## config.mk

```make
export PLATFORM = sky130hd
export DESIGN_NAME = status_led_sos_and_step_blinker_unit
export DESIGN_NICKNAME = d
export VERILOG_FILES = /design/src/hdl/slb_pkg.sv /design/src/hdl/slb_pattern.sv /design/src/hdl/status_led_sos_and_step_blinker_unit.sv
export SDC_FILE = /design/constraint.sdc
export NUM_CORES = 1
export LEC_CHECK = 0
export ABC_CLOCK_PERIOD_IN_PS = 11550
export BUFFER_PORTS_ARGS = -buffer_cell sky130_fd_sc_hd__buf_2
export CAP_MARGIN = 0
export CORE_ASPECT_RATIO = 1.2
export CORE_MARGIN = 1
export CORE_UTILIZATION = 45
export CTS_BUF_LIST = sky130_fd_sc_hd__clkbuf_16
export DETAILED_ROUTE_END_ITERATION = 10
export MAX_ROUTING_LAYER = met4
export PLACE_DENSITY = 0.71
export SYNTH_ARGS = -nofsm -noshare
export SYNTH_HDL_FRONTEND = slang
export SYNTH_SLANG_ARGS = --single-unit
```

## constraint.sdc

```tcl
create_clock -name clock -period 11.55 [get_ports clock]
set_input_delay 1.155 -clock clock [delete_from_list [all_inputs] [get_ports clock]]
set_output_delay 1.155 -clock clock [all_outputs]
set_load 0.01 [all_outputs]
```

## src/hdl/slb_pkg.sv

```systemverilog
// Shared types, codes and constants of the status LED SOS and step blinker.
`timescale 1ns / 1ps

package slb_pkg;

   // Configuration register indexes
   localparam int unsigned CSR_INDEX_WIDTH = 3;
   localparam logic [CSR_INDEX_WIDTH-1:0] CSR_STEP_ON    = 3'd0;
   localparam logic [CSR_INDEX_WIDTH-1:0] CSR_STEP_OFF   = 3'd1;
   localparam logic [CSR_INDEX_WIDTH-1:0] CSR_SOS_SHORT  = 3'd2;
   localparam logic [CSR_INDEX_WIDTH-1:0] CSR_SOS_LONG   = 3'd3;
   localparam logic [CSR_INDEX_WIDTH-1:0] CSR_SOS_GAP    = 3'd4;
   localparam logic [CSR_INDEX_WIDTH-1:0] CSR_SOS_PAUSE  = 3'd5;

   // Reset values of the durations, ms
   localparam logic [15:0] STEP_ON_RESET   = 16'd130;
   localparam logic [15:0] STEP_OFF_RESET  = 16'd130;
   localparam logic [15:0] SOS_SHORT_RESET = 16'd150;
   localparam logic [15:0] SOS_LONG_RESET  = 16'd450;
   localparam logic [15:0] SOS_GAP_RESET   = 16'd150;
   localparam logic [15:0] SOS_PAUSE_RESET = 16'd800;

   // SOS loop shape
   localparam logic [3:0] SOS_PULSES     = 4'd9;
   localparam logic [3:0] SOS_LONG_FIRST = 4'd3;
   localparam logic [3:0] SOS_LONG_LAST  = 4'd5;

   // Power thresholds and blink counts
   localparam logic [7:0] PCT_FOUR  = 8'd100;
   localparam logic [7:0] PCT_THREE = 8'd75;
   localparam logic [7:0] PCT_TWO   = 8'd50;
   localparam logic [2:0] BLINKS_ONE   = 3'd1;
   localparam logic [2:0] BLINKS_TWO   = 3'd2;
   localparam logic [2:0] BLINKS_THREE = 3'd3;
   localparam logic [2:0] BLINKS_FOUR  = 3'd4;

   typedef enum logic [1:0] {
      MODE_BASE = 2'd0,
      MODE_STEP = 2'd1,
      MODE_SOS  = 2'd2
   } mode_type;

   typedef struct packed {
      logic [15:0] step_on_time;
      logic [15:0] step_off_time;
      logic [15:0] sos_short_time;
      logic [15:0] sos_long_time;
      logic [15:0] sos_gap_time;
      logic [15:0] sos_pause_time;
   } cfg_type;

   typedef struct packed {
      logic [31:0] now_ms;
      logic        base_level;
      logic        trip_level;
      logic        step_trigger;
      logic [7:0]  power_percent;
   } item_type;

endpackage

```

## src/hdl/slb_pattern.sv

```systemverilog
// Pattern state and next-state logic: trip handling, step burst, SOS loop.
`timescale 1ns / 1ps

module slb_pattern (
   input  logic              clock,
   input  logic              reset,
   input  logic              advance,
   input  slb_pkg::item_type item,
   input  slb_pkg::cfg_type  cfg,
   output logic              led_on,
   output slb_pkg::mode_type mode
);
   import slb_pkg::*;

   logic        trip_seen_ff, trip_seen_in;
   logic [3:0]  sos_index_ff, sos_index_in;
   logic        sos_lit_ff, sos_lit_in;
   logic [31:0] sos_deadline_ff, sos_deadline_in;
   logic [2:0]  blinks_left_ff, blinks_left_in;
   logic        step_lit_ff, step_lit_in;
   logic [31:0] step_deadline_ff, step_deadline_in;
   logic        led_level_ff, led_level_in;

   // State after the trip change and trigger stages of the item
   logic [3:0]  sos_index_a;
   logic        sos_lit_a;
   logic [31:0] sos_deadline_a;
   logic [2:0]  blinks_a;
   logic        step_lit_a;
   logic [31:0] step_deadline_a;
   logic [2:0]  blink_count;
   logic        sos_wait;
   logic        step_wait;
   logic        sos_long;

   always_comb begin
      if (item.power_percent >= PCT_FOUR) begin
         blink_count = BLINKS_FOUR;
      end else if (item.power_percent >= PCT_THREE) begin
         blink_count = BLINKS_THREE;
      end else if (item.power_percent >= PCT_TWO) begin
         blink_count = BLINKS_TWO;
      end else begin
         blink_count = BLINKS_ONE;
      end
   end

   always_comb begin
      trip_seen_in = item.trip_level;
      if (item.trip_level != trip_seen_ff) begin
         sos_index_a    = '0;
         sos_lit_a      = 1'b0;
         sos_deadline_a = '0;
      end else begin
         sos_index_a    = sos_index_ff;
         sos_lit_a      = sos_lit_ff;
         sos_deadline_a = sos_deadline_ff;
      end

      if (item.step_trigger) begin
         blinks_a        = blink_count;
         step_lit_a      = 1'b0;
         step_deadline_a = '0;
      end else begin
         blinks_a        = blinks_left_ff;
         step_lit_a      = step_lit_ff;
         step_deadline_a = step_deadline_ff;
      end
   end

   // A deadline of zero means none is set, so the phase moves on at once.
   assign sos_wait  = (sos_deadline_a != '0) && (item.now_ms < sos_deadline_a);
   assign step_wait = (step_deadline_a != '0) && (item.now_ms < step_deadline_a);
   assign sos_long  = (sos_index_a >= SOS_LONG_FIRST) && (sos_index_a <= SOS_LONG_LAST);

   always_comb begin
      sos_index_in     = sos_index_a;
      sos_lit_in       = sos_lit_a;
      sos_deadline_in  = sos_deadline_a;
      blinks_left_in   = blinks_a;
      step_lit_in      = step_lit_a;
      step_deadline_in = step_deadline_a;
      led_level_in     = led_level_ff;
      mode             = MODE_BASE;

      if (item.trip_level) begin
         mode = MODE_SOS;
         if (!sos_wait) begin
            if (sos_index_a >= SOS_PULSES) begin
               sos_index_in    = '0;
               sos_lit_in      = 1'b0;
               led_level_in    = 1'b0;
               sos_deadline_in = item.now_ms + {16'd0, cfg.sos_pause_time};
            end else if (!sos_lit_a) begin
               sos_lit_in      = 1'b1;
               led_level_in    = 1'b1;
               sos_deadline_in = item.now_ms +
                  {16'd0, (sos_long ? cfg.sos_long_time : cfg.sos_short_time)};
            end else begin
               sos_lit_in      = 1'b0;
               led_level_in    = 1'b0;
               sos_deadline_in = item.now_ms + {16'd0, cfg.sos_gap_time};
               sos_index_in    = sos_index_a + 4'd1;
            end
         end
      end else if (blinks_a != '0) begin
         mode = MODE_STEP;
         if (!step_wait) begin
            if (!step_lit_a) begin
               step_lit_in      = 1'b1;
               led_level_in     = 1'b1;
               step_deadline_in = item.now_ms + {16'd0, cfg.step_on_time};
            end else begin
               step_lit_in      = 1'b0;
               led_level_in     = 1'b0;
               step_deadline_in = item.now_ms + {16'd0, cfg.step_off_time};
               blinks_left_in   = blinks_a - 3'd1;
            end
         end
      end else begin
         led_level_in = item.base_level;
      end
   end

   assign led_on = led_level_in;

   always_ff @(posedge clock) begin
      if (reset) begin
         trip_seen_ff     <= 1'b0;
         sos_index_ff     <= '0;
         sos_lit_ff       <= 1'b0;
         sos_deadline_ff  <= '0;
         blinks_left_ff   <= '0;
         step_lit_ff      <= 1'b0;
         step_deadline_ff <= '0;
         led_level_ff     <= 1'b0;
      end else if (advance) begin
         trip_seen_ff     <= trip_seen_in;
         sos_index_ff     <= sos_index_in;
         sos_lit_ff       <= sos_lit_in;
         sos_deadline_ff  <= sos_deadline_in;
         blinks_left_ff   <= blinks_left_in;
         step_lit_ff      <= step_lit_in;
         step_deadline_ff <= step_deadline_in;
         led_level_ff     <= led_level_in;
      end
   end

endmodule

```

## src/hdl/status_led_sos_and_step_blinker_unit.sv

```systemverilog
// Status LED blinker top level: input register, pattern logic, result register, CSRs.
// An item moves from the input register to the result register once that is free.
// Throughput: one item per cycle while rsp_ready is high; the input and result
// registers each pass one item a cycle, and the pattern state updates once per item.
// Reset is synchronous and active high; it clears the pattern state, empties both
// registers and returns all durations to their default values.
`timescale 1ns / 1ps

module status_led_sos_and_step_blinker_unit (
   input  logic        clock,
   input  logic        reset,
   input  logic        req_valid,
   output logic        req_ready,
   input  logic [31:0] req_now_ms,
   input  logic        req_base_level,
   input  logic        req_trip_level,
   input  logic        req_step_trigger,
   input  logic [7:0]  req_power_percent,
   output logic        rsp_valid,
   input  logic        rsp_ready,
   output logic        rsp_led_on,
   output logic [1:0]  rsp_pattern_mode,
   input  logic        csr_write,
   input  logic [slb_pkg::CSR_INDEX_WIDTH-1:0] csr_index,
   input  logic [15:0] csr_data
);
   import slb_pkg::*;

   cfg_type  cfg_ff;
   item_type item_ff;
   logic     item_valid_ff;
   logic     rsp_valid_ff;
   logic     rsp_led_on_ff;
   mode_type rsp_mode_ff;
   logic     out_free;
   logic     advance;
   logic     led_on_in;
   mode_type mode_in;

   assign out_free  = !rsp_valid_ff || rsp_ready;
   assign advance   = item_valid_ff && out_free;
   assign req_ready = !item_valid_ff || out_free;

   always_ff @(posedge clock) begin
      if (reset) begin
         cfg_ff.step_on_time   <= STEP_ON_RESET;
         cfg_ff.step_off_time  <= STEP_OFF_RESET;
         cfg_ff.sos_short_time <= SOS_SHORT_RESET;
         cfg_ff.sos_long_time  <= SOS_LONG_RESET;
         cfg_ff.sos_gap_time   <= SOS_GAP_RESET;
         cfg_ff.sos_pause_time <= SOS_PAUSE_RESET;
      end else if (csr_write) begin
         case (csr_index)
            CSR_STEP_ON:   cfg_ff.step_on_time   <= csr_data;
            CSR_STEP_OFF:  cfg_ff.step_off_time  <= csr_data;
            CSR_SOS_SHORT: cfg_ff.sos_short_time <= csr_data;
            CSR_SOS_LONG:  cfg_ff.sos_long_time  <= csr_data;
            CSR_SOS_GAP:   cfg_ff.sos_gap_time   <= csr_data;
            CSR_SOS_PAUSE: cfg_ff.sos_pause_time <= csr_data;
            default: begin
            end
         endcase
      end
   end

   // Input register: refills in the same cycle that its item moves on.
   always_ff @(posedge clock) begin
      if (reset) begin
         item_valid_ff <= 1'b0;
      end else if (req_ready) begin
         item_valid_ff <= req_valid;
      end
      if (req_valid && req_ready) begin
         item_ff.now_ms        <= req_now_ms;
         item_ff.base_level    <= req_base_level;
         item_ff.trip_level    <= req_trip_level;
         item_ff.step_trigger  <= req_step_trigger;
         item_ff.power_percent <= req_power_percent;
      end
   end

   slb_pattern u_pattern (
      .clock   (clock),
      .reset   (reset),
      .advance (advance),
      .item    (item_ff),
      .cfg     (cfg_ff),
      .led_on  (led_on_in),
      .mode    (mode_in)
   );

   always_ff @(posedge clock) begin
      if (reset) begin
         rsp_valid_ff <= 1'b0;
      end else if (out_free) begin
         rsp_valid_ff <= item_valid_ff;
      end
      if (advance) begin
         rsp_led_on_ff <= led_on_in;
         rsp_mode_ff   <= mode_in;
      end
   end

   assign rsp_valid        = rsp_valid_ff;
   assign rsp_led_on       = rsp_led_on_ff;
   assign rsp_pattern_mode = rsp_mode_ff;

endmodule
```

# After elaboration in Yosys (flattened, before gate mapping)
# Cells that the tools add are included.
# op_classes
add_sub_neg	7
multipliers	0
n_div	0
n_lt_le_gt_ge	8
eq_ne	6
shifts	0
mux	39
bitwise	0
reduce_logical	19
# ops
op	n
two-way mux 32 bit	10
adder 32 x 16 -> 32 bit	5
less-than comparator 32 bit	2
nonzero test 32 bit	2
two-way mux 3 bit	7
two-way mux 4 bit	5
>= comparator 8 x 7 -> 1 bit, second input constant	2
two-way mux 16 bit	1
two-way mux 1 bit	15
AND reduction 2 bit	6
>= comparator 8 x 6 -> 1 bit, second input constant	1
== test 3 x 2 -> 1 bit, second input constant	2
== test 3 bit, second input constant	2
logical AND 1 bit	5
adder 4 x 1 -> 4 bit, second input constant	1
>= comparator 4 x 2 -> 1 bit, second input constant	1
>= comparator 4 bit, second input constant	1
<= comparator 4 x 3 -> 1 bit, second input constant	1
== test 3 x 1 -> 1 bit, second input constant	1
zero test 3 bit	1
nonzero test 3 bit	1
subtractor 3 x 1 -> 3 bit, second input constant	1
zero test 1 bit	2
logical OR 1 bit	2
2 further kinds	2
# totals
ff_bits	219
latchBits	0
ramBits	0
mem_bits_ro	0
input_bits	67
elab_cells	102
mem_count	0

# Logic depth before layout (Yosys ltp)
# Gate-level depths: netlist of run 1.
# logic_depth
depth_word	10
depth_mapped	23
mapped_depth_nobuf	20

# Modules after synthesis
# A second synthesis of run 1 with hierarchy kept.
# hier_totals
hier_cells	1399
hier_area_um2	13111.3
# modules_own_cells
module	instances	cells_per_inst	area_each_um2	seq_area_each_um2
slb_pattern	1	997	7866.3	1501.4
status_led_sos_and_step_blinker_unit	1	402	5245.0	3343.2

# Least setup slack after synthesis of run 1
# No wires, ideal clock.
# synth_timing
path_kind	reg-to-reg
startpoint	reg item_ff[9] (netlist bit)
endpoint	reg u_pattern.sos_deadline_ff[30]
arrival_ns	4.776
required_time_ns	11.433
setup_slack_ns	6.658
path_stages_with_launch	24
n_path_buf	4
synth_period_minus_slack_ns	4.892
path_cell_list	edfxtp_1 > buf_2 > xnor2_1 > clkbuf_1 > buf_1 > nand2_1 > ha_1 > inv_1 > a211oi_1 > nor3_1 > clkbuf_1 > nand2_1 > o21ai_0 > ha_1 > inv_1 > fa_1 > nor2b_1 > o21ai_1 > a21oi_1 > nor2_1 > o211ai_2 > or4bb_1 > xnor2_1 > a22o_1
# synth_between
elab_chain_cells	10
word_cells_on_any_way	17
classes_between	add/sub: 1; order compare: 4; eq/ne: 1; mux: 8; reduce/logical: 3
# synth_lines
item	line	source
start, declared	status_led_sos_and_step_blinker_unit.sv:30	item_type item_ff;
inequality test 1 bit	slb_pattern.sv:50	if (item.trip_level != trip_seen_ff) begin
two-way mux 4 bit	slb_pattern.sv:50	
>= comparator 4 x 2 -> 1 bit or <= comparator 4 x 3 -> 1 bit (tied branches)	slb_pattern.sv:74	assign sos_long = (sos_index_a >= SOS_LONG_FIRST) && (sos_index_a <= SOS_LONG_LAST);
logical AND 1 bit	slb_pattern.sv:74	
two-way mux 16 bit	slb_pattern.sv:98	{16'd0, (sos_long ? cfg.sos_long_time : cfg.sos_short_time)};
adder 32 x 16 -> 32 bit	slb_pattern.sv:97	sos_deadline_in = item.now_ms +
two-way mux 32 bit	slb_pattern.sv:94	end else if (!sos_lit_a) begin
two-way mux 32 bit	slb_pattern.sv:89	if (sos_index_a >= SOS_PULSES) begin
two-way mux 32 bit	slb_pattern.sv:88	if (!sos_wait) begin
two-way mux 32 bit (*)	slb_pattern.sv:86	if (item.trip_level) begin
end signal, assigned	slb_pattern.sv:141	sos_deadline_ff <= sos_deadline_in;
end, declared	slb_pattern.sv:18	logic [31:0] sos_deadline_ff, sos_deadline_in;
# Every way passes the cells marked *; elsewhere a longest branch is shown, timed or not.
# A chain may end at the register's enable or synchronous reset.

# Final worst setup path of run 1
# Ends and elaborated chain as after synthesis.

==> impl_metrics.xml, run 1 <==
<?xml version="1.0" encoding="UTF-8"?>
<metrics>
  <group name="floorplanning">
    <metric name="std_cell_rows" unit="">65</metric>
    <metric name="dieWidth" unit="µm">152</metric>
    <metric name="fp.coreArea" unit="µm²">26400</metric>
    <metric name="die_y" unit="µm">182</metric>
    <metric name="fp.dieArea" unit="µm²">27600</metric>
    <metric name="initial_core_util" unit="">0.459</metric>
    <metric name="ioPinCount" unit="">72</metric>
  </group>
  <group name="hold_path">
    <metric name="worst_hold_path.endpoint" unit="">cfg_ff[68]</metric>
    <metric name="holdCritStartpoint" unit="">cfg_ff[68]</metric>
    <metric name="hold-path-cell-count" unit="">2</metric>
    <metric name="hold_path_class" unit="">reg -&gt; reg</metric>
  </group>
  <group name="cells_and_area">
    <metric name="syn2layout_area_growth" unit="%">10.9</metric>
    <metric name="design_area" unit="µm²">13500</metric>
    <metric name="antenna_cells" unit="">0</metric>
    <metric name="layout.nets" unit="">1644</metric>
    <metric name="most-common-layout-cells" unit="">377 x sky130_fd_sc_hd__nand2_1, 173 x sky130_fd_sc_hd__dfxtp_1, 155 x sky130_fd_sc_hd__a21oi_1</metric>
    <metric name="layout.cells.most_common" unit="">sky130_fd_sc_hd__nand2_1</metric>
    <metric name="drive_gt1_frac" unit="">0.0936</metric>
  </group>
  <group name="setup_path">
    <metric name="rr_startpoint" unit="">item_ff[9]</metric>
    <metric name="r2r_slack" unit="ns">6.39</metric>
    <metric name="critical_path_arrival" unit="ns">5.59</metric>
    <metric name="critical_path_required" unit="ns">11.98</metric>
    <metric name="worst-path-max-fanout" unit="">38</metric>
    <metric name="endpoint_kind" unit="">flip-flop</metric>
    <metric name="r2r_cells" unit="">22</metric>
    <metric name="cp-start-kind" unit="">flip-flop</metric>
    <metric name="critPathKind" unit="">reg -&gt; reg</metric>
    <metric name="critical-path-max-stage-delay" unit="ns">0.55</metric>
    <metric name="timing.critical_path.cells" unit="">xnor2_2 -&gt; buf_4 -&gt; nand2_1 -&gt; ha_1 -&gt; a22o_1 -&gt; nand3_1 -&gt; buf_4 -&gt; mux2i_1 -&gt; nor2_1 -&gt; a21oi_1 -&gt; o21ai_0 -&gt; ha_1 -&gt; inv_1 -&gt; fa_1 -&gt; nor2b_1 -&gt; o21ai_1 -&gt; a21oi_1 -&gt; nor2_1 -&gt; o211ai_2 -&gt; or4bb_1 -&gt; xnor2_1 -&gt; a22o_1</metric>
    <metric name="critPathLaunch" unit="">item_ff[9]</metric>
    <metric name="rr_endpoint" unit="">u_pattern.sos_deadline_ff[30]</metric>
    <metric name="critical-path-slowest-cell" unit="">sky130_fd_sc_hd__edfxtp_1</metric>
  </group>
  <group name="pwr">
    <metric name="power_density" unit="nW/µm²">134</metric>
    <metric name="power_switching" unit="µW">488</metric>
    <metric name="cellInternalPower" unit="mW">1.31</metric>
    <metric name="ir_worst_vdd" unit="µV">123</metric>
    <metric name="share_comb_of_total_power" unit="">0.122</metric>
    <metric name="part_of_the_power_in_registers" unit="">0.470</metric>
    <metric name="netSwitchingFraction" unit="">0.271</metric>
    <metric name="p_clk_frac" unit="">0.408</metric>
    <metric name="power.leakage" unit="nW">5.32</metric>
    <metric name="p_total" unit="mW">1.80</metric>
  </group>
  <group name="logic_synthesis">
    <metric name="synth-edff-count" unit="">46</metric>
    <metric name="ys.warnings.count" unit="">0</metric>
    <metric name="synthesis.area" unit="µm²">12100</metric>
    <metric name="ys_seq_area_frac" unit="">0.399</metric>
    <metric name="number_of_distinct_library_cells_after_synthesis" unit="">75</metric>
    <metric name="postSynthRegisterBits" unit="">219</metric>
    <metric name="syn-num-nets" unit="">1608</metric>
    <metric name="async_sr_flop_fraction" unit="">0</metric>
    <metric name="synth-main-ff-cell" unit="">sky130_fd_sc_hd__dfxtp_1</metric>
    <metric name="gate_count_of_the_mapped_netlist" unit="">1442</metric>
    <metric name="avgSynthCellArea" unit="µm²">8.42</metric>
  </group>
  <group name="clock_tree">
    <metric name="cts.hold.buffers_added" unit="">0</metric>
    <metric name="cts_buffers" unit="">24</metric>
    <metric name="clock_sink_count" unit="">219</metric>
    <metric name="post-cts-setup-buffers" unit="">0</metric>
    <metric name="ctsResizeCount" unit="">0</metric>
    <metric name="cts_tree" unit="">done</metric>
    <metric name="cts_root_buf" unit="">sky130_fd_sc_hd__clkbuf_16</metric>
    <metric name="ctsHtreeMaxLevel" unit="">1</metric>
    <metric name="clk_path_buf_depth" unit="">3</metric>
    <metric name="clk_latency" unit="ns">0.53</metric>
    <metric name="clk_pin_slew" unit="ns">0.06</metric>
  </group>
  <group name="grt">
    <metric name="first_global_vias" unit="">10002</metric>
    <metric name="grt_start_max_net_pins" unit="">93</metric>
    <metric name="grt_overflow" unit="">0</metric>
    <metric name="grt_first_pass_wirelength" unit="µm">52200</metric>
    <metric name="grt_antenna_before_repair" unit="">0</metric>
    <metric name="grtUsageTotal" unit="">0.244</metric>
  </group>
  <group name="timing">
    <metric name="drv_slew" unit="">0</metric>
    <metric name="max_freq" unit="MHz">194</metric>
    <metric name="finalClockSkew" unit="ns">0.00773</metric>
    <metric name="final.setup.tns" unit="ns">0</metric>
    <metric name="worst_pin_slew" unit="ns">1.13</metric>
    <metric name="finalHoldViolCount" unit="">0</metric>
    <metric name="slew-limit-headroom" unit="">0.249</metric>
    <metric name="setup_repair_after_global_routing_missed_its_margin" unit="">false</metric>
    <metric name="time_the_worst_path_needs_with_i_o_delays_and_setup" unit="ns">5.16</metric>
    <metric name="period_share" unit="">0.447</metric>
    <metric name="setup_viol" unit="">0</metric>
  </group>
  <group name="run_status">
    <metric name="status" unit="">finished with violations</metric>
    <metric name="failing_checks" unit="">DRC</metric>
  </group>
  <group name="detailed_routing">
    <metric name="route.vias.total" unit="">10548</metric>
    <metric name="route.antenna.remaining_nets" unit="">0</metric>
    <metric name="remaining_drc_errors" unit="">5</metric>
    <metric name="routed_via_density" unit="">5.76</metric>
    <metric name="postRouteWirelength" unit="µm">33000</metric>
    <metric name="first_iter_violations" unit="">632</metric>
    <metric name="wire_per_inst" unit="µm">18.0</metric>
    <metric name="first_pass_iters" unit="">8</metric>
  </group>
  <group name="placement">
    <metric name="routabilityCongestion" unit="">0.900</metric>
    <metric name="post-dp-hpwl" unit="µm">23200</metric>
    <metric name="placed_cell_area" unit="µm²">12700</metric>
    <metric name="numPortBuffers" unit="">71</metric>
  </group>
  <group name="flow_run">
    <metric name="max_cap_violations" unit="">0</metric>
  </group>
</metrics>
-- registers in the layout, indices dropped and copies added, names as in the netlist --
| signal | flops |
|---|---|
| cfg_ff | 96 |
| rsp_valid | 1 |
| u_pattern.step_deadline_ff | 32 |
| u_pattern.blinks_left_ff | 3 |
| u_pattern.trip_seen_ff | 1 |
| u_pattern.step_lit_ff | 1 |
| rsp_pattern_mode | 2 |
| u_pattern.led_level_ff | 1 |
| item_ff | 43 |
| u_pattern.sos_index_ff | 4 |
| u_pattern.sos_lit_ff | 1 |
| item_valid_ff | 1 |
| u_pattern.sos_deadline_ff | 32 |
| rsp_led_on | 1 |
-- cell usage after synthesis (all sizes together) (4+ instances only) --
cell type / number / area, µm²
nand2: 377 / 1420
dfxtp: 173 / 3460
a21oi: 156 / 792
ha: 97 / 1210
nor2: 66 / 250
clkbuf: 61 / 229
edfxtp: 46 / 1380
xnor2: 46 / 403
o21ai: 42 / 221
a22o: 41 / 359
nand3: 31 / 155
nand3b: 24 / 180
o211ai: 22 / 170
nor3: 21 / 120
a21o: 19 / 143
inv: 18 / 67.6
mux2i: 17 / 170
nand4: 17 / 106
nor4: 17 / 106
xor2: 15 / 131
buf: 12 / 77.6
and3: 10 / 62.6
or3: 10 / 62.6
a211oi: 9 / 67.6
a22oi: 9 / 67.6
and2: 8 / 50.1
o21a: 7 / 52.6
nand2b: 6 / 37.5
nor2b: 5 / 31.3
o21bai: 5 / 37.5
a31oi: 4 / 31.3
or2: 4 / 25.0
-- worst max path at each step --
| stage | to | slack (ns) | cells after the start |
|---|---|---|---|
| 2_1_floorplan | u_pattern.sos_deadline_ff[30] | 6.66 | 23 |
| 4_1_cts | u_pattern.sos_deadline_ff[30] | 6.45 | 22 |
| 5_1_grt | u_pattern.sos_deadline_ff[30] | 6.01 | 22 |
| 6_report | u_pattern.sos_deadline_ff[30] | 6.39 | 22 |
| 3_3_place_gp | u_pattern.sos_deadline_ff[30] | 6.53 | 22 |
| 3_5_place_dp | u_pattern.sos_deadline_ff[30] | 6.46 | 22 |
-- final cells by class --
type                    instances  area [µm²]
multi-input cells            1131        6930
fillers                      2478       13000
inverters                      19        71.3
clock inverters                19         118
clock buffers                  25         626
flip-flops and latches        219        4840
well taps                     335         419
repair buffers                 83         448
-- cell families after synthesis --
logic type / Yosys count / share of synthesized area
and+or+nand+nor: 606 / 0.223
DFF: 219 / 0.399
xor gates and xnor gates: 61 / 0.0440
muxes: 18 / 0.0149
adders and majority gates: 99 / 0.103
buffers and inverters: 92 / 0.0311
AOI/OAI and AO/OA: 347 / 0.184
-- worst max-delay path, delay by kind of cell (launching register included) --
| family | cells | cell delay [ns] |
|---|---|---|
| flip-flops | 1 | 0.55 |
| adder cells (fa/ha/maj) | 3 | 0.84 |
| buffers and inverters | 3 | 0.75 |
| multiplexers | 1 | 0.12 |
| AND/OR/NAND/NOR | 6 | 1.06 |
| AO/OA/AOI/OAI | 7 | 1.36 |
| XOR/XNOR | 2 | 0.33 |
-- power by group through the flow --
| stage | Combinational, mW | Sequential, mW | Clock [mW] |
|---|---|---|---|
| global route | 0.244 | 0.848 | 0.780 |
| CTS | 0.219 | 0.845 | 0.746 |
| global placement | 0.211 | 0.861 | 0 |
| finish | 0.220 | 0.846 | 0.734 |
| detailed placement | 0.217 | 0.861 | 0 |
| floorplan | 0.159 | 0.845 | 0 |
-- per-stage QoR --
stage          hold WS [ns]  setup WS, ns   util  cells
3_3_place_gp          0.440          6.53  0.481   1787
4_1_cts               0.455          6.45  0.509   1831
2_1_floorplan         0.421          6.66      -   1442
3_5_place_dp          0.447          6.46  0.481   1787
5_1_grt               0.470          6.01  0.509   1831
6_report              0.454          6.39  0.509   1831
-- layer usage --
metal  track usage  vias to the layer above  part of all wire
li1              -                     5198                 -
met2         0.392                      360              0.45
met4         0.123                        0             0.049
met1         0.298                     4909              0.43
met3        0.0360                       81             0.065
met5             -                        -                 0
No activity file was read; power rests on OpenSTA's default activity.
==> run 2: changes to the inputs <==
Settings changed: ABC_CLOCK_PERIOD_IN_PS 11550 to 5210.
Clock period 11.55 ns to 5.21 ns, I/O delays scaled along.
==> run 2 against run 1 <==
Clock-buffer cell count grew 2. Cell count is 0.22% higher. Flip-flop and latch count is the same. Sequential power increased by 120%. Combinational power is 120% higher. Worst hold slack got worse by 0.28 ns. Setup slack lost 5.9 ns. Critical path depth shrank 4. Fmax up 8.7%. Clock power up 150%. Highest routed layer unchanged. Non-clock buffer count increased by 3. Sequential share of layout area is 0.32 points lower. The flow still finishes with violations (DRC).
==> impl_metrics.xml, run 2 (synthesis gave the netlist of run 1 again) <==
<?xml version="1.0" encoding="UTF-8"?>
<metrics>
  <group name="setup_path">
    <metric name="worst-path-max-fanout" unit="">15</metric>
    <metric name="cp-start-kind" unit="">flip-flop</metric>
    <metric name="critical_path_required" unit="ns">5.64</metric>
    <metric name="timing.critical_path.cells" unit="">xnor2_2 -&gt; nand2_1 -&gt; ha_1 -&gt; a22o_1 -&gt; nand3_1 -&gt; buf_4 -&gt; mux2i_1 -&gt; o21ai_0 -&gt; mux2_2 -&gt; ha_1 -&gt; a211oi_1 -&gt; o21a_1 -&gt; o21ai_0 -&gt; a311oi_1 -&gt; o21ai_1 -&gt; nand3_1 -&gt; xor2_1 -&gt; a211oi_1</metric>
    <metric name="cp_top_family" unit="">compound AO/OA/AOI/OAI gates</metric>
    <metric name="critical_path_arrival" unit="ns">5.18</metric>
    <metric name="r2r_cells" unit="">18</metric>
    <metric name="critical-path-slowest-cell" unit="">sky130_fd_sc_hd__a311oi_1</metric>
    <metric name="cp_depth" unit="">18</metric>
    <metric name="critical-path-max-stage-delay" unit="ns">0.57</metric>
    <metric name="worstPathBufferInverterCount" unit="">1</metric>
    <metric name="critPathKind" unit="">reg -&gt; reg</metric>
    <metric name="endpoint_kind" unit="">flip-flop</metric>
  </group>
  <group name="clock_tree">
    <metric name="ctsResizeCount" unit="">0</metric>
    <metric name="clk_latency" unit="ns">0.53</metric>
    <metric name="cts_root_buf" unit="">sky130_fd_sc_hd__clkbuf_16</metric>
    <metric name="ctsHtreeMaxLevel" unit="">1</metric>
    <metric name="clk_path_buf_depth" unit="">3</metric>
    <metric name="cts_buffers" unit="">25</metric>
    <metric name="cts.hold.buffers_added" unit="">0</metric>
    <metric name="clk_pin_slew" unit="ns">0.06</metric>
    <metric name="post-cts-setup-buffers" unit="">0</metric>
    <metric name="cts_tree" unit="">done</metric>
    <metric name="clock_sink_count" unit="">219</metric>
  </group>
  <group name="detailed_routing">
    <metric name="routed_via_density" unit="">5.74</metric>
    <metric name="remaining_drc_errors" unit="">5</metric>
    <metric name="route.vias.total" unit="">10527</metric>
    <metric name="postRouteWirelength" unit="µm">32900</metric>
    <metric name="first_pass_iters" unit="">8</metric>
    <metric name="route.antenna.remaining_nets" unit="">0</metric>
    <metric name="wire_per_inst" unit="µm">17.9</metric>
    <metric name="first_iter_violations" unit="">625</metric>
  </group>
  <group name="timing">
    <metric name="setup_repair_after_global_routing_missed_its_margin" unit="">false</metric>
    <metric name="finalClockSkew" unit="ns">0.0132</metric>
    <metric name="max_freq" unit="MHz">211</metric>
    <metric name="drv_slew" unit="">0</metric>
    <metric name="slew-limit-headroom" unit="">0.238</metric>
    <metric name="period_share" unit="">0.911</metric>
    <metric name="setup_viol" unit="">0</metric>
    <metric name="time_the_worst_path_needs_with_i_o_delays_and_setup" unit="ns">4.75</metric>
    <metric name="finalHoldViolCount" unit="">0</metric>
    <metric name="worst_pin_slew" unit="ns">1.14</metric>
    <metric name="final.setup.tns" unit="ns">0</metric>
  </group>
  <group name="flow_run">
    <metric name="max_cap_violations" unit="">0</metric>
  </group>
  <group name="grt">
    <metric name="grt_overflow" unit="">0</metric>
    <metric name="grt_first_pass_wirelength" unit="µm">52500</metric>
    <metric name="first_global_vias" unit="">10053</metric>
    <metric name="grt_start_max_net_pins" unit="">93</metric>
    <metric name="grt_antenna_before_repair" unit="">0</metric>
    <metric name="grtUsageTotal" unit="">0.243</metric>
  </group>
  <group name="placement">
    <metric name="placed_instances" unit="">1790</metric>
    <metric name="placed_cell_area" unit="µm²">12700</metric>
    <metric name="post-dp-hpwl" unit="µm">23200</metric>
    <metric name="numPortBuffers" unit="">71</metric>
    <metric name="routabilityCongestion" unit="">0.906</metric>
  </group>
  <group name="cells_and_area">
    <metric name="drive_gt1_frac" unit="">0.0967</metric>
    <metric name="reg.largest.list" unit="">cfg_ff (96), item_ff (43)</metric>
    <metric name="registers.top_by_ff_count" unit="">cfg_ff</metric>
    <metric name="syn2layout_area_growth" unit="%">11.9</metric>
    <metric name="antenna_cells" unit="">0</metric>
    <metric name="layout.nets" unit="">1648</metric>
    <metric name="layout.cells.most_common" unit="">sky130_fd_sc_hd__nand2_1</metric>
    <metric name="most-common-layout-cells" unit="">377 x sky130_fd_sc_hd__nand2_1, 173 x sky130_fd_sc_hd__dfxtp_1, 155 x sky130_fd_sc_hd__a21oi_1</metric>
    <metric name="design_area" unit="µm²">13600</metric>
    <metric name="largest_register_ffs" unit="">96</metric>
    <metric name="finalNonFillerCells" unit="">1835</metric>
  </group>
  <group name="pwr">
    <metric name="power.leakage" unit="nW">5.36</metric>
    <metric name="power_density" unit="nW/µm²">308</metric>
    <metric name="ir_worst_vdd" unit="µV">243</metric>
    <metric name="p_total" unit="mW">4.18</metric>
  </group>
  <group name="floorplanning">
    <metric name="std_cell_rows" unit="">65</metric>
    <metric name="fp.dieArea" unit="µm²">27600</metric>
    <metric name="initial_core_util" unit="">0.459</metric>
    <metric name="ioPinCount" unit="">72</metric>
    <metric name="die_y" unit="µm">182</metric>
    <metric name="fp.coreArea" unit="µm²">26400</metric>
    <metric name="dieWidth" unit="µm">152</metric>
  </group>
  <group name="run_status">
    <metric name="failing_checks" unit="">DRC</metric>
    <metric name="status" unit="">finished with violations</metric>
  </group>
  <group name="hold_path">
    <metric name="hold-path-cell-count" unit="">1</metric>
    <metric name="hold_path_class" unit="">in -&gt; reg</metric>
  </group>
</metrics>
==> run 2: stage by stage <==
stage	hold WS [ns]	setup slack (ns)	util
3_3_place_gp	0.440	0.711	0.482
3_5_place_dp	0.447	0.585	0.482
5_1_grt	0.155	0.191	0.514
6_report	0.170	0.464	0.514
4_1_cts	0.152	0.551	0.514
2_1_floorplan	0.421	0.318	-
==> run 2: per-layer routing <==
metal	global-route usage	wire length, µm	vias to the layer above	share of wire
li1	-	-	5204	-
met1	0.306	14400	4906	0.44
met2	0.406	15500	359	0.47
met3	0.0265	1910	58	0.058
met4	0.0824	1020	0	0.031
met5	-	0	-	0
==> run 2: cell type report <==
cell class	instances	area, µm²
well taps	335	419
repair buffers	86	470
clock buffers	27	676
fillers	2460	12900
multi-input cells	1131	6930
inverters	19	71.3
clock inverters	18	168
flip-flops and latches	219	4840
==> run 2: where the power goes <==
part,internal (mW),total [mW],switching [mW]
logic,0.193,0.489,0.297
registers,1.80,1.87,0.0752
clock network,1.08,1.82,0.732
total,3.07,4.18,1.10
==> run 2: final timing paths <==
path | start | to | slack, ns
hold / removal | req_now_ms[8] | item_ff[19] | 0.17
hold reg to reg | cfg_ff[82] | cfg_ff[82] | 0.45
setup reg to reg | item_ff[9] | u_pattern.sos_deadline_ff[31] | 0.46
setup / recovery | item_ff[9] | u_pattern.sos_deadline_ff[31] | 0.46
==> run 3: changes to the inputs <==
Settings changed: MAX_ROUTING_LAYER met4 to default.
==> run 3 against run 2 <==
The run still ends with DRC left. Routed wire length is 0.33% lower. Fmax is 2.0% higher. Combinational power barely moved. Die area is the same. Critical path depth is the same. Total power shrank 1.5%. Register-to-register slack better by 0.095 ns. Highest routed layer unchanged.
==> impl_metrics.xml, run 3 (synthesis gave the netlist of run 1 again) <==
<?xml version="1.0" encoding="UTF-8"?>
<metrics>
  <group name="detailed_routing">
    <metric name="routed_via_density" unit="">5.75</metric>
    <metric name="first_iter_violations" unit="">627</metric>
    <metric name="first_pass_iters" unit="">8</metric>
    <metric name="wire_per_inst" unit="µm">17.9</metric>
    <metric name="route.antenna.remaining_nets" unit="">0</metric>
    <metric name="postRouteWirelength" unit="µm">32800</metric>
    <metric name="route.vias.total" unit="">10566</metric>
    <metric name="remaining_drc_errors" unit="">5</metric>
  </group>
  <group name="setup_path">
    <metric name="critical-path-slowest-cell" unit="">sky130_fd_sc_hd__a311oi_1</metric>
    <metric name="worstPathBufferInverterCount" unit="">1</metric>
    <metric name="critical_path_required" unit="ns">5.62</metric>
    <metric name="critical-path-max-stage-delay" unit="ns">0.51</metric>
    <metric name="worst-path-max-fanout" unit="">15</metric>
    <metric name="cp-start-kind" unit="">flip-flop</metric>
    <metric name="cp_top_family" unit="">compound AO/OA/AOI/OAI gates</metric>
    <metric name="critical_path_arrival" unit="ns">5.06</metric>
    <metric name="endpoint_kind" unit="">flip-flop</metric>
    <metric name="critPathKind" unit="">reg -&gt; reg</metric>
    <metric name="timing.critical_path.cells" unit="">xnor2_2 -&gt; nand2_1 -&gt; ha_1 -&gt; a22o_1 -&gt; nand3_1 -&gt; buf_4 -&gt; mux2i_1 -&gt; o21ai_0 -&gt; mux2_2 -&gt; ha_1 -&gt; a211oi_1 -&gt; o21a_1 -&gt; o21ai_0 -&gt; a311oi_1 -&gt; o21ai_1 -&gt; nand3_1 -&gt; xnor2_1 -&gt; a22o_1</metric>
  </group>
  <group name="cells_and_area">
    <metric name="most-common-layout-cells" unit="">377 x sky130_fd_sc_hd__nand2_1, 173 x sky130_fd_sc_hd__dfxtp_1, 155 x sky130_fd_sc_hd__a21oi_1</metric>
    <metric name="multi_input_area" unit="µm²">6930</metric>
    <metric name="drive_gt1_frac" unit="">0.0940</metric>
    <metric name="ff_latch_area" unit="µm²">4840</metric>
    <metric name="nFillCells" unit="">2419</metric>
    <metric name="syn2layout_area_growth" unit="%">11.7</metric>
    <metric name="layout.nets" unit="">1648</metric>
    <metric name="layout.cells.most_common" unit="">sky130_fd_sc_hd__nand2_1</metric>
    <metric name="reg.largest.list" unit="">cfg_ff (96), item_ff (43)</metric>
    <metric name="largest_register_ffs" unit="">96</metric>
    <metric name="registers.top_by_ff_count" unit="">cfg_ff</metric>
  </group>
  <group name="grt">
    <metric name="grt_first_pass_wirelength" unit="µm">52500</metric>
    <metric name="grtUsageTotal" unit="">0.234</metric>
    <metric name="grt_start_max_net_pins" unit="">103</metric>
    <metric name="first_global_vias" unit="">10113</metric>
    <metric name="grt_antenna_before_repair" unit="">1</metric>
    <metric name="grt_overflow" unit="">0</metric>
  </group>
  <group name="timing">
    <metric name="time_the_worst_path_needs_with_i_o_delays_and_setup" unit="ns">4.65</metric>
    <metric name="final.setup.tns" unit="ns">0</metric>
    <metric name="setup_repair_after_global_routing_missed_its_margin" unit="">false</metric>
    <metric name="period_share" unit="">0.893</metric>
    <metric name="max_freq" unit="MHz">215</metric>
    <metric name="setup_viol" unit="">0</metric>
    <metric name="drv_slew" unit="">0</metric>
    <metric name="finalClockSkew" unit="ns">0.0160</metric>
    <metric name="worst_pin_slew" unit="ns">1.12</metric>
    <metric name="finalHoldViolCount" unit="">0</metric>
    <metric name="slew-limit-headroom" unit="">0.251</metric>
  </group>
  <group name="pwr">
    <metric name="power.leakage" unit="nW">5.36</metric>
    <metric name="cellInternalPower" unit="mW">3.04</metric>
    <metric name="p_clk_frac" unit="">0.426</metric>
    <metric name="p_total" unit="mW">4.12</metric>
    <metric name="power_density" unit="nW/µm²">304</metric>
    <metric name="netSwitchingFraction" unit="">0.262</metric>
    <metric name="share_comb_of_total_power" unit="">0.119</metric>
    <metric name="ir_worst_vdd" unit="µV">245</metric>
    <metric name="power_switching" unit="mW">1.08</metric>
    <metric name="part_of_the_power_in_registers" unit="">0.455</metric>
  </group>
  <group name="floorplanning">
    <metric name="ioPinCount" unit="">72</metric>
    <metric name="fp.coreArea" unit="µm²">26400</metric>
    <metric name="std_cell_rows" unit="">65</metric>
    <metric name="fp.dieArea" unit="µm²">27600</metric>
    <metric name="initial_core_util" unit="">0.459</metric>
    <metric name="die_y" unit="µm">182</metric>
    <metric name="dieWidth" unit="µm">152</metric>
  </group>
  <group name="run_status">
    <metric name="failing_checks" unit="">DRC</metric>
    <metric name="status" unit="">finished with violations</metric>
  </group>
  <group name="clock_tree">
    <metric name="clk_pin_slew" unit="ns">0.07</metric>
    <metric name="ctsResizeCount" unit="">0</metric>
    <metric name="cts.hold.buffers_added" unit="">0</metric>
    <metric name="cts_buffers" unit="">24</metric>
    <metric name="clock_sink_count" unit="">219</metric>
    <metric name="post-cts-setup-buffers" unit="">0</metric>
    <metric name="clk_path_buf_depth" unit="">3</metric>
    <metric name="cts_tree" unit="">done</metric>
    <metric name="cts_root_buf" unit="">sky130_fd_sc_hd__clkbuf_16</metric>
    <metric name="ctsHtreeMaxLevel" unit="">1</metric>
    <metric name="clk_latency" unit="ns">0.53</metric>
  </group>
  <group name="placement">
    <metric name="post-dp-hpwl" unit="µm">23300</metric>
    <metric name="routabilityCongestion" unit="">0.864</metric>
    <metric name="numPortBuffers" unit="">71</metric>
  </group>
  <group name="flow_run">
    <metric name="max_cap_violations" unit="">0</metric>
  </group>
  <group name="hold_path">
    <metric name="hold_path_class" unit="">in -&gt; reg</metric>
  </group>
</metrics>
-- run 3: layout make-up --
class                           instances  share of cell area
Tap cell                              335              0.0309
Antenna cell                            1            0.000185
Clock buffer                           26              0.0480
Inverter                               19             0.00526
Clock inverter                         18              0.0119
Multi-Input combinational cell       1131               0.511
Timing Repair Buffer                   87              0.0353
Sequential cell                       219               0.357
-- run 3: power groups by stage --
stage                     Clock (mW)  Combinational (mW)  Sequential (mW)
after detailed placement           0               0.484             1.91
final                           1.75               0.489             1.87
after floorplan                    0               0.352             1.87
after global placement             0               0.470             1.91
after global routing            1.85               0.544             1.88
after CTS                       1.77               0.487             1.87
-- run 3: path summary, 6_finish.rpt --
check | from | to | slack (ns) | cells after the start
max | item_ff[9] | u_pattern.sos_deadline_ff[23] | 0.56 | 18
min | req_now_ms[29] | item_ff[40] | 0.17 | 1
max reg2reg | item_ff[9] | u_pattern.sos_deadline_ff[23] | 0.56 | 18
min reg2reg | cfg_ff[69] | cfg_ff[69] | 0.45 | 2
-- run 3: metrics by stage --
stage / util / cells / cell area (µm²) / worst slack, ns / hold slack [ns]
finish: 0.513 / 1836 / 13600 / 0.559 / 0.167
CTS: 0.513 / 1835 / 13600 / 0.581 / 0.156
floorplan: - / 1442 / 12100 / 0.318 / 0.421
global placement: 0.482 / 1791 / 12700 / 0.742 / 0.442
global route: 0.513 / 1836 / 13600 / 0.106 / 0.157
detailed placement: 0.482 / 1791 / 12700 / 0.626 / 0.446
-- run 3: metal layers --
metal  part of all wire  wire length (µm)  vias to the layer above  global-route usage
li1                   -                 -                     5209                   -
met1               0.44             14300                     4920               0.299
met2               0.46             15000                      354               0.395
met3              0.060              1970                       83              0.0284
met4              0.046              1500                        0               0.112
met5                  0                 0                        -                   0
